### config.mk
export PLATFORM = sky130hd
export DESIGN_NAME = iq_burst_bounds_detector
export DESIGN_NICKNAME = d
export VERILOG_FILES = /design/src/rtl/iqbb_pkg.sv /design/src/rtl/iqbb_regs.sv /design/src/rtl/iqbb_level.sv /design/src/rtl/iqbb_tracker.sv /design/src/rtl/iqbb_bounds.sv /design/src/rtl/iq_burst_bounds_detector.sv
export SDC_FILE = /design/constraint.sdc
export NUM_CORES = 1
export LEC_CHECK = 0
export ABC_CLOCK_PERIOD_IN_PS = 8800
export BUFFER_PORTS_ARGS = -buffer_cell sky130_fd_sc_hd__clkbuf_2
export CAP_MARGIN = 40
export CORE_MARGIN = 2
export CORE_UTILIZATION = 23
export CTS_CLUSTER_DIAMETER = 80
export CTS_CLUSTER_SIZE = 14
export DETAILED_ROUTE_END_ITERATION = 8
export MAX_ROUTING_LAYER = met4
export PLACE_DENSITY = 0.48
export SETUP_SLACK_MARGIN = 0.3
export SKIP_LAST_GASP = 1
export SLEW_MARGIN = 30
export SYNTH_ARGS = -nofsm -noshare
export SYNTH_HDL_FRONTEND = slang
export SYNTH_SLANG_ARGS = --single-unit
### constraint.sdc
create_clock -name clk -period 8.8 [get_ports clk]
set_input_delay 0.44 -clock clk [delete_from_list [all_inputs] [get_ports clk]]
set_output_delay 0.44 -clock clk [all_outputs]
set_load 0.05 [all_outputs]
### src/rtl/iqbb_pkg.sv
package iqbb_pkg;

	// register map, word index = paddr[3:2]
	localparam logic [1:0] REG_LEVEL_THRESHOLD = 2'd0;
	localparam logic [1:0] REG_EDGE_MARGIN     = 2'd1;
	localparam logic [1:0] REG_RUN_LENGTH      = 2'd2;

	localparam int unsigned ADDR_W = 4;
	localparam int unsigned DATA_W = 32;

	// reset values
	localparam logic [15:0] THRESHOLD_RST = 16'd200;
	localparam logic [11:0] MARGIN_RST    = 12'd20;
	localparam logic [3:0]  RUN_LEN_RST   = 4'd5;

	// shortest burst that can report a region
	localparam int unsigned MIN_BURST = 5;

	// widths of the fixed result fields
	localparam int unsigned START_W = 12;
	localparam int unsigned LEN_W   = 13;

	typedef struct packed {
		logic [15:0] level_threshold;
		logic [11:0] edge_margin;
		logic [3:0]  run_length;
	} cfg_t;

	// one classified sample between level stage and run tracker
	typedef struct packed {
		logic valid;
		logic active;
		logic last;
	} sample_t;

endpackage

### src/rtl/iqbb_regs.sv
module iqbb_regs (
	input  logic                           clk,
	input  logic                           arst_n,
	input  logic                           psel,
	input  logic                           penable,
	input  logic                           pwrite,
	input  logic [iqbb_pkg::ADDR_W-1:0]    paddr,
	input  logic [iqbb_pkg::DATA_W-1:0]    pwdata,
	output logic [iqbb_pkg::DATA_W-1:0]    prdata,
	output logic                           pready,
	output iqbb_pkg::cfg_t                 cfg
);
	import iqbb_pkg::*;

	cfg_t       cfg_q;
	logic       wr_en;
	logic [1:0] reg_sel;

	assign pready  = 1'b1;
	assign reg_sel = paddr[3:2];
	assign wr_en   = psel & penable & pwrite & pready;
	assign cfg     = cfg_q;

	// register writes
	always_ff @(posedge clk or negedge arst_n) begin
		if (!arst_n) begin
			cfg_q.level_threshold <= THRESHOLD_RST;
			cfg_q.edge_margin     <= MARGIN_RST;
			cfg_q.run_length      <= RUN_LEN_RST;
		end else if (wr_en) begin
			unique case (reg_sel)
				REG_LEVEL_THRESHOLD: cfg_q.level_threshold <= pwdata[15:0];
				REG_EDGE_MARGIN:     cfg_q.edge_margin     <= pwdata[11:0];
				REG_RUN_LENGTH:      cfg_q.run_length      <= pwdata[3:0];
				default: ;
			endcase
		end
	end

	// read mux
	always_comb begin
		unique case (reg_sel)
			REG_LEVEL_THRESHOLD: prdata = {16'd0, cfg_q.level_threshold};
			REG_EDGE_MARGIN:     prdata = {20'd0, cfg_q.edge_margin};
			REG_RUN_LENGTH:      prdata = {28'd0, cfg_q.run_length};
			default:             prdata = '0;
		endcase
	end

endmodule

### src/rtl/iqbb_level.sv
module iqbb_level (
	input  logic                    clk,
	input  logic                    arst_n,
	input  logic                    in_valid,
	output logic                    in_ready,
	input  logic signed [15:0]      in_i,
	input  logic signed [15:0]      in_q,
	input  logic                    in_last,
	input  logic [15:0]             level_threshold,
	output iqbb_pkg::sample_t       smp,
	input  logic                    smp_ready
);
	import iqbb_pkg::*;

	logic               valid_s1;
	logic signed [15:0] i_s1;
	logic signed [15:0] q_s1;
	logic               last_s1;
	sample_t            smp_s2;

	logic        ready_s1;
	logic        ready_s2;
	logic [16:0] mag_i;
	logic [16:0] mag_q;
	logic        active;

	assign ready_s2 = !smp_s2.valid || smp_ready;
	assign ready_s1 = !valid_s1 || ready_s2;
	assign in_ready = ready_s1;
	assign smp      = smp_s2;

	// input register
	always_ff @(posedge clk or negedge arst_n) begin
		if (!arst_n) begin
			valid_s1 <= 1'b0;
		end else if (ready_s1) begin
			valid_s1 <= in_valid;
		end
	end

	always_ff @(posedge clk) begin
		if (ready_s1 && in_valid) begin
			i_s1    <= in_i;
			q_s1    <= in_q;
			last_s1 <= in_last;
		end
	end

	// magnitudes, 17 bits so that -32768 stays positive
	always_comb begin
		mag_i  = i_s1[15] ? 17'd0 - {i_s1[15], i_s1} : {1'b0, i_s1};
		mag_q  = q_s1[15] ? 17'd0 - {q_s1[15], q_s1} : {1'b0, q_s1};
		active = (mag_i >= {1'b0, level_threshold}) || (mag_q >= {1'b0, level_threshold});
	end

	// classified sample register
	always_ff @(posedge clk or negedge arst_n) begin
		if (!arst_n) begin
			smp_s2 <= '0;
		end else if (ready_s2) begin
			smp_s2.valid  <= valid_s1;
			smp_s2.active <= active;
			smp_s2.last   <= last_s1;
		end
	end

endmodule

### src/rtl/iqbb_tracker.sv
module iqbb_tracker #(
	parameter int unsigned MAX_SAMPLES = 4096,
	parameter int unsigned CNT_W       = 13,
	parameter int unsigned IDX_W       = 12
) (
	input  logic                 clk,
	input  logic                 arst_n,
	input  iqbb_pkg::sample_t    smp,
	output logic                 smp_ready,
	input  logic [3:0]           run_length,
	output logic                 snap_valid,
	input  logic                 snap_ready,
	output logic                 seen_s3,
	output logic [IDX_W-1:0]     first_end_s3,
	output logic [IDX_W-1:0]     last_end_s3,
	output logic [CNT_W-1:0]     count_s3
);
	import iqbb_pkg::*;

	logic [CNT_W-1:0] count_q;
	logic [3:0]       run_q;
	logic             seen_q;
	logic [IDX_W-1:0] first_end_q;
	logic [IDX_W-1:0] last_end_q;
	logic             valid_s3;

	logic [3:0]       rl;
	logic             countable;
	logic [IDX_W-1:0] idx;
	logic [3:0]       run_nxt;
	logic             hit;
	logic [CNT_W-1:0] count_nxt;
	logic             seen_nxt;
	logic [IDX_W-1:0] first_nxt;
	logic [IDX_W-1:0] last_nxt;
	logic             take;

	assign smp_ready  = !(smp.valid && smp.last) || !valid_s3 || snap_ready;
	assign take       = smp.valid && smp_ready;
	assign snap_valid = valid_s3;

	// run state after this sample
	always_comb begin
		rl        = (run_length == 4'd0) ? 4'd1 : run_length;
		countable = count_q < CNT_W'(MAX_SAMPLES);
		idx       = count_q[IDX_W-1:0];
		count_nxt = count_q;
		run_nxt   = run_q;
		seen_nxt  = seen_q;
		first_nxt = first_end_q;
		last_nxt  = last_end_q;
		hit       = 1'b0;
		if (countable) begin
			if (smp.active) begin
				run_nxt = (run_q < 4'd15) ? run_q + 4'd1 : run_q;
			end else begin
				run_nxt = 4'd0;
			end
			hit = smp.active && (run_nxt >= rl);
			if (hit) begin
				if (!seen_q) begin
					first_nxt = idx;
				end
				seen_nxt = 1'b1;
				last_nxt = idx;
			end
			count_nxt = count_q + CNT_W'(1);
		end
	end

	// burst state, cleared after the final sample
	always_ff @(posedge clk or negedge arst_n) begin
		if (!arst_n) begin
			count_q     <= '0;
			run_q       <= '0;
			seen_q      <= 1'b0;
			first_end_q <= '0;
			last_end_q  <= '0;
		end else if (take) begin
			if (smp.last) begin
				count_q     <= '0;
				run_q       <= '0;
				seen_q      <= 1'b0;
				first_end_q <= '0;
				last_end_q  <= '0;
			end else begin
				count_q     <= count_nxt;
				run_q       <= run_nxt;
				seen_q      <= seen_nxt;
				first_end_q <= first_nxt;
				last_end_q  <= last_nxt;
			end
		end
	end

	// end-of-burst snapshot
	always_ff @(posedge clk or negedge arst_n) begin
		if (!arst_n) begin
			valid_s3 <= 1'b0;
		end else if (take && smp.last) begin
			valid_s3 <= 1'b1;
		end else if (snap_ready) begin
			valid_s3 <= 1'b0;
		end
	end

	always_ff @(posedge clk) begin
		if (take && smp.last) begin
			seen_s3      <= seen_nxt;
			first_end_s3 <= first_nxt;
			last_end_s3  <= last_nxt;
			count_s3     <= count_nxt;
		end
	end

endmodule

### src/rtl/iqbb_bounds.sv
module iqbb_bounds #(
	parameter int unsigned CNT_W = 13,
	parameter int unsigned IDX_W = 12
) (
	input  logic                               clk,
	input  logic                               arst_n,
	input  logic                               snap_valid,
	output logic                               snap_ready,
	input  logic                               seen,
	input  logic [IDX_W-1:0]                   first_end,
	input  logic [IDX_W-1:0]                   last_end,
	input  logic [CNT_W-1:0]                   count,
	input  logic [3:0]                         run_length,
	input  logic [11:0]                        edge_margin,
	output logic                               out_valid,
	input  logic                               out_ready,
	output logic                               found,
	output logic [iqbb_pkg::START_W-1:0]       start_index,
	output logic [iqbb_pkg::LEN_W-1:0]         region_length
);
	import iqbb_pkg::*;

	// wide enough for last_end + margin and any count
	localparam int unsigned CW = ((CNT_W > 12) ? CNT_W : 12) + 1;

	logic          valid_q;
	logic          found_q;
	logic [START_W-1:0] start_q;
	logic [LEN_W-1:0]   len_q;

	logic [3:0]    rl;
	logic [CW-1:0] first_p1;
	logic [CW-1:0] run_start;
	logic [CW-1:0] margin;
	logic [CW-1:0] start;
	logic [CW-1:0] end_raw;
	logic [CW-1:0] end_clip;
	logic [CW-1:0] len;
	logic          hit;

	assign snap_ready    = !valid_q || out_ready;
	assign out_valid     = valid_q;
	assign found         = found_q;
	assign start_index   = start_q;
	assign region_length = len_q;

	// region bounds from the burst snapshot
	always_comb begin
		rl        = (run_length == 4'd0) ? 4'd1 : run_length;
		margin    = CW'(edge_margin);
		first_p1  = CW'(first_end) + CW'(1);
		run_start = (first_p1 >= CW'(rl)) ? first_p1 - CW'(rl) : '0;
		start     = (run_start > margin) ? run_start - margin : '0;
		end_raw   = CW'(last_end) + margin;
		end_clip  = (end_raw > CW'(count)) ? CW'(count) : end_raw;
		hit       = seen && (count >= CNT_W'(MIN_BURST)) && (end_clip > start);
		len       = end_clip - start;
	end

	// result register
	always_ff @(posedge clk or negedge arst_n) begin
		if (!arst_n) begin
			valid_q <= 1'b0;
		end else if (snap_ready) begin
			valid_q <= snap_valid;
		end
	end

	always_ff @(posedge clk) begin
		if (snap_ready && snap_valid) begin
			found_q <= hit;
			start_q <= hit ? start[START_W-1:0] : '0;
			len_q   <= hit ? len[LEN_W-1:0] : '0;
		end
	end

endmodule

### src/rtl/iq_burst_bounds_detector.sv
// Channel   Dir  Signals                          Moves
// s_*       in   tvalid tready tdata tlast        one I/Q sample request, tlast ends the burst
// m_*       out  tvalid tready tdata tuser        one region request per burst
// apb       in   psel penable pwrite paddr ...    threshold, margin, run length
//
// One sample is taken every cycle while s_tready is high. m_tvalid rises once a burst's final
// sample has passed the input register, classified sample, tracker snapshot and result register.
// Reset clears the burst state and loads the register defaults (200, 20, 5).
// While m_tready is low the result holds and a second finished burst waits in the snapshot
// stage; samples keep flowing until the next final sample reaches the tracker, then the
// stages behind it fill and s_tready drops.
module iq_burst_bounds_detector #(
	parameter int unsigned MAX_SAMPLES = 4096
) (
	input  logic                          clk,
	input  logic                          arst_n,
	// slave: [15:0] in_i, [31:16] in_q
	input  logic                          s_tvalid,
	output logic                          s_tready,
	input  logic [31:0]                   s_tdata,
	input  logic                          s_tlast,
	// master: [11:0] start_index, [24:12] region_length, [31:25] zero
	output logic                          m_tvalid,
	input  logic                          m_tready,
	output logic [31:0]                   m_tdata,
	// master: [0] found
	output logic                          m_tuser,
	input  logic                          psel,
	input  logic                          penable,
	input  logic                          pwrite,
	input  logic [iqbb_pkg::ADDR_W-1:0]   paddr,
	input  logic [iqbb_pkg::DATA_W-1:0]   pwdata,
	output logic [iqbb_pkg::DATA_W-1:0]   prdata,
	output logic                          pready
);
	import iqbb_pkg::*;

	localparam int unsigned CNT_W = $clog2(MAX_SAMPLES + 1);
	localparam int unsigned IDX_W = $clog2(MAX_SAMPLES);

	cfg_t               cfg;
	sample_t            smp;
	logic               smp_ready;
	logic               snap_valid;
	logic               snap_ready;
	logic               seen;
	logic [IDX_W-1:0]   first_end;
	logic [IDX_W-1:0]   last_end;
	logic [CNT_W-1:0]   count;
	logic [START_W-1:0] start_index;
	logic [LEN_W-1:0]   region_length;

	assign m_tdata = {7'd0, region_length, start_index};

	iqbb_regs u_regs (
		.clk     (clk),
		.arst_n  (arst_n),
		.psel    (psel),
		.penable (penable),
		.pwrite  (pwrite),
		.paddr   (paddr),
		.pwdata  (pwdata),
		.prdata  (prdata),
		.pready  (pready),
		.cfg     (cfg)
	);

	iqbb_level u_level (
		.clk             (clk),
		.arst_n          (arst_n),
		.in_valid        (s_tvalid),
		.in_ready        (s_tready),
		.in_i            (s_tdata[15:0]),
		.in_q            (s_tdata[31:16]),
		.in_last         (s_tlast),
		.level_threshold (cfg.level_threshold),
		.smp             (smp),
		.smp_ready       (smp_ready)
	);

	iqbb_tracker #(
		.MAX_SAMPLES (MAX_SAMPLES),
		.CNT_W       (CNT_W),
		.IDX_W       (IDX_W)
	) u_tracker (
		.clk          (clk),
		.arst_n       (arst_n),
		.smp          (smp),
		.smp_ready    (smp_ready),
		.run_length   (cfg.run_length),
		.snap_valid   (snap_valid),
		.snap_ready   (snap_ready),
		.seen_s3      (seen),
		.first_end_s3 (first_end),
		.last_end_s3  (last_end),
		.count_s3     (count)
	);

	iqbb_bounds #(
		.CNT_W (CNT_W),
		.IDX_W (IDX_W)
	) u_bounds (
		.clk           (clk),
		.arst_n        (arst_n),
		.snap_valid    (snap_valid),
		.snap_ready    (snap_ready),
		.seen          (seen),
		.first_end     (first_end),
		.last_end      (last_end),
		.count         (count),
		.run_length    (cfg.run_length),
		.edge_margin   (cfg.edge_margin),
		.out_valid     (m_tvalid),
		.out_ready     (m_tready),
		.found         (m_tuser),
		.start_index   (start_index),
		.region_length (region_length)
	);

endmodule
==> flow_summary.toml <==
[hold_path]
worst_hold_path_type = "in2reg"

[logic_synthesis]
syn-cell-area_um2 = 11500
yosysTopAreaCellShare_pct = 25.3
avgSynthCellArea_um2 = 10.4
yosys_warnings = 0
yosysTopAreaCell = "edfxtp_1"
synth_flop_cell = "edfxtp_1"
synth_edf_count = 97
ys_types = 75
synthArstFlopShare_pct = 45.2
synth-seq-cells = 177
synth-seq-area-share_pct = 42.8
syn-instance-count = 1109
ys_top_cells_by_area = "edfxtp_1, dfrtp_1, ha_1"

[timing]
rsz0062_at_grt = "no"
skew_ns = 0.0154
worst_pin_slew_ns = 0.728
post-route-min-period_ns = 7.49
setup_viol = 0
hold_viol = 0
clock.fmax_ghz = 0.133
period_share_pct = 85.1
relSlewSlack_pct = 51.4
drv_slew = 0
fin_tns_setup_ns = 0

[worst_setup_path]
cp-start-kind = "flip-flop"
required_ns = 9.05
cp.arrival_ns = 7.75
worst-path-buf-inv = 0
cp_max_fo = 25
crit_family = "compound AO/OA/AOI/OAI gates"
end_kind = "flip-flop"
slowest_delay_ns = 0.47
slowest_stage = "a221oi_1"
path_class = "reg2reg"

[route]
viasPerCell = 4.49
num_vias = 8452
post_drt_wl_per_cell_um = 16.1
drc = 0
route.antenna.remaining_nets = 0
first_pass_iters = 5
wirelength_um = 30300
first_iter_violations = 510

[pwr]
p_leak_nw = 5.63
powerDensity_nw_per_um2 = 263
power_mw = 3.54
irDropWorstVdd_v = 0.000130

[layout]
most-common-layout-cells = "clkbuf_2, ha_1, edfxtp_1"
nets = 1383
syn2layout_area_growth_pct = 16.7
fill_cells = 5164
stdcell_area_um2 = 13400
layout_commonest_cell = "clkbuf_2"
drive_gt1_share_pct = 19.9

[status]
outcome = "complete, no violations"

[clock_tree]
cts_buffers = 17
clk_pin_slew_worst_paths_ns = 0.08
tritoncts = "yes"
clkSinkCount = 177
clk_latency_ns = 0.45
cts.path.max_buffers = 2
cts-root-buf = "clkbuf_16"
cts_max_level = 4

[grt]
grt_usage_pct = 12.1
grt_pass1_vias = 8264
antenna_found_initial = 1
grt_pass1_wl_um = 47400
grt_max_degree = 61
grt-ovfl-total = 0

[placed_design]
io_buffers = 101
dpl.hpwl_um = 23900
placed_area_um2 = 12700
gp_congestion = 0.845

[floorplan]
floorplan.die.height_um = 228
die_x_um = 228
rows = 81
start_util_pct = 23.4
io_pins = 144
core_area_um2 = 49200
die_area_um2 = 51900

[run]
maxCapViolCount = 0
## metrics by stage
step / util (%) / std cells / worst slack, ns / hold slack (ns)
floorplan: - / 1131 / 2.41 / 0.144
global placement: 25.8 / 1846 / 1.51 / 0.364
detailed placement: 25.9 / 1847 / 1.36 / 0.362
CTS: 27.2 / 1880 / 1.32 / 0.134
global route: 27.3 / 1884 / 0.646 / 0.138
finish: 27.3 / 1884 / 1.31 / 0.165
## sequential cells by signal (all words and copies together) (netlist names), 3 cells and up
register and cells:
u_regs.cfg 32, u_level.i_s1 16, u_level.q_s1 16, u_bounds.region_length 13, u_tracker.count_q 13, u_tracker.count_s3 13
u_bounds.start_index 12, u_tracker.first_end_q 12, u_tracker.first_end_s3 12, u_tracker.last_end_q 12, u_tracker.last_end_s3 12, u_tracker.run_q 4
u_level.smp 3
## power by group
group,internal [mW],switching [mW]
logic,0.632,0.975
registers,0.999,0.0963
clock network,0.487,0.347
## per-layer routing
layer / wire [um] / up-vias / GRT usage, %
met4: 863 / 0 / 4.56
met2: 14000 / 159 / 18.9
met5: 0 / - / -
li1: - / 4184 / -
met1: 14400 / 4075 / 15.4
met3: 1060 / 34 / 2.35
## path summary, 6_finish.rpt
| kind | start | endpoint | slack [ns] | depth (start not counted) |
|---|---|---|---|---|
| hold / removal | s_tdata[14] | u_level.i_s1[14] | 0.17 | 1 |
| max in group asynchronous | arst_n | u_regs.cfg[22] | 7.34 | 4 |
| setup reg to reg | u_tracker.first_end_s3[0] | u_bounds.region_length[3] | 1.31 | 27 |
| min in group asynchronous | arst_n | u_tracker.first_end_q[11] | 0.45 | 2 |
| setup / recovery | u_tracker.first_end_s3[0] | u_bounds.region_length[3] | 1.31 | 27 |
| hold reg to reg | u_level.last_s1 | u_level.smp[0] | 0.46 | 1 |
## synthesized netlist by cell type, types with 8 or more instances
cell and instances:
a21o_1 21, a21oi_1 35, a22o_1 28, and3_1 8
buf_4 24, clkbuf_1 30, dfrtp_1 73, edfxtp_1 97
ha_1 97, inv_1 62, mux2_2 53, mux2i_1 16
nand2_1 83, nand2b_1 20, nand3_1 26, nand4_1 14
nor2_1 68, nor2_2 8, nor2b_1 16, nor3_1 22
nor3b_1 8, nor4_1 10, o21a_1 14, o21ai_0 61
o31ai_1 14, xnor2_1 63, xor2_1 14
## cells by family after synthesis
logic type	share of synthesized area [%]
and+or+nand+nor	14.4
AOI/OAI and AO/OA	14.0
DFF	42.8
buffers and inverters	4.99
adders and majority gates	11.2
xor gates and xnor gates	5.86
muxes	6.70
other	0.0652
## layout make-up
cell class,instances,area (um2),share of cell area [%]
multi-input cells,830,6130,45.6
flip-flops and latches,177,4920,36.7
repair buffers,117,668,4.97
clock inverters,12,165,1.23
inverters,63,236,1.76
clock buffers,20,479,3.57
diodes,1,2.50,0.0186
well taps,664,831,6.18
## what timing repair did
action | CTS | global route
setup buffers | 0 | 0
hold buffers | 1 | 0
endpoints found under the hold margin | 20 | 0
resized for setup | 0 | 0
Power figures use the tool's default switching activity.
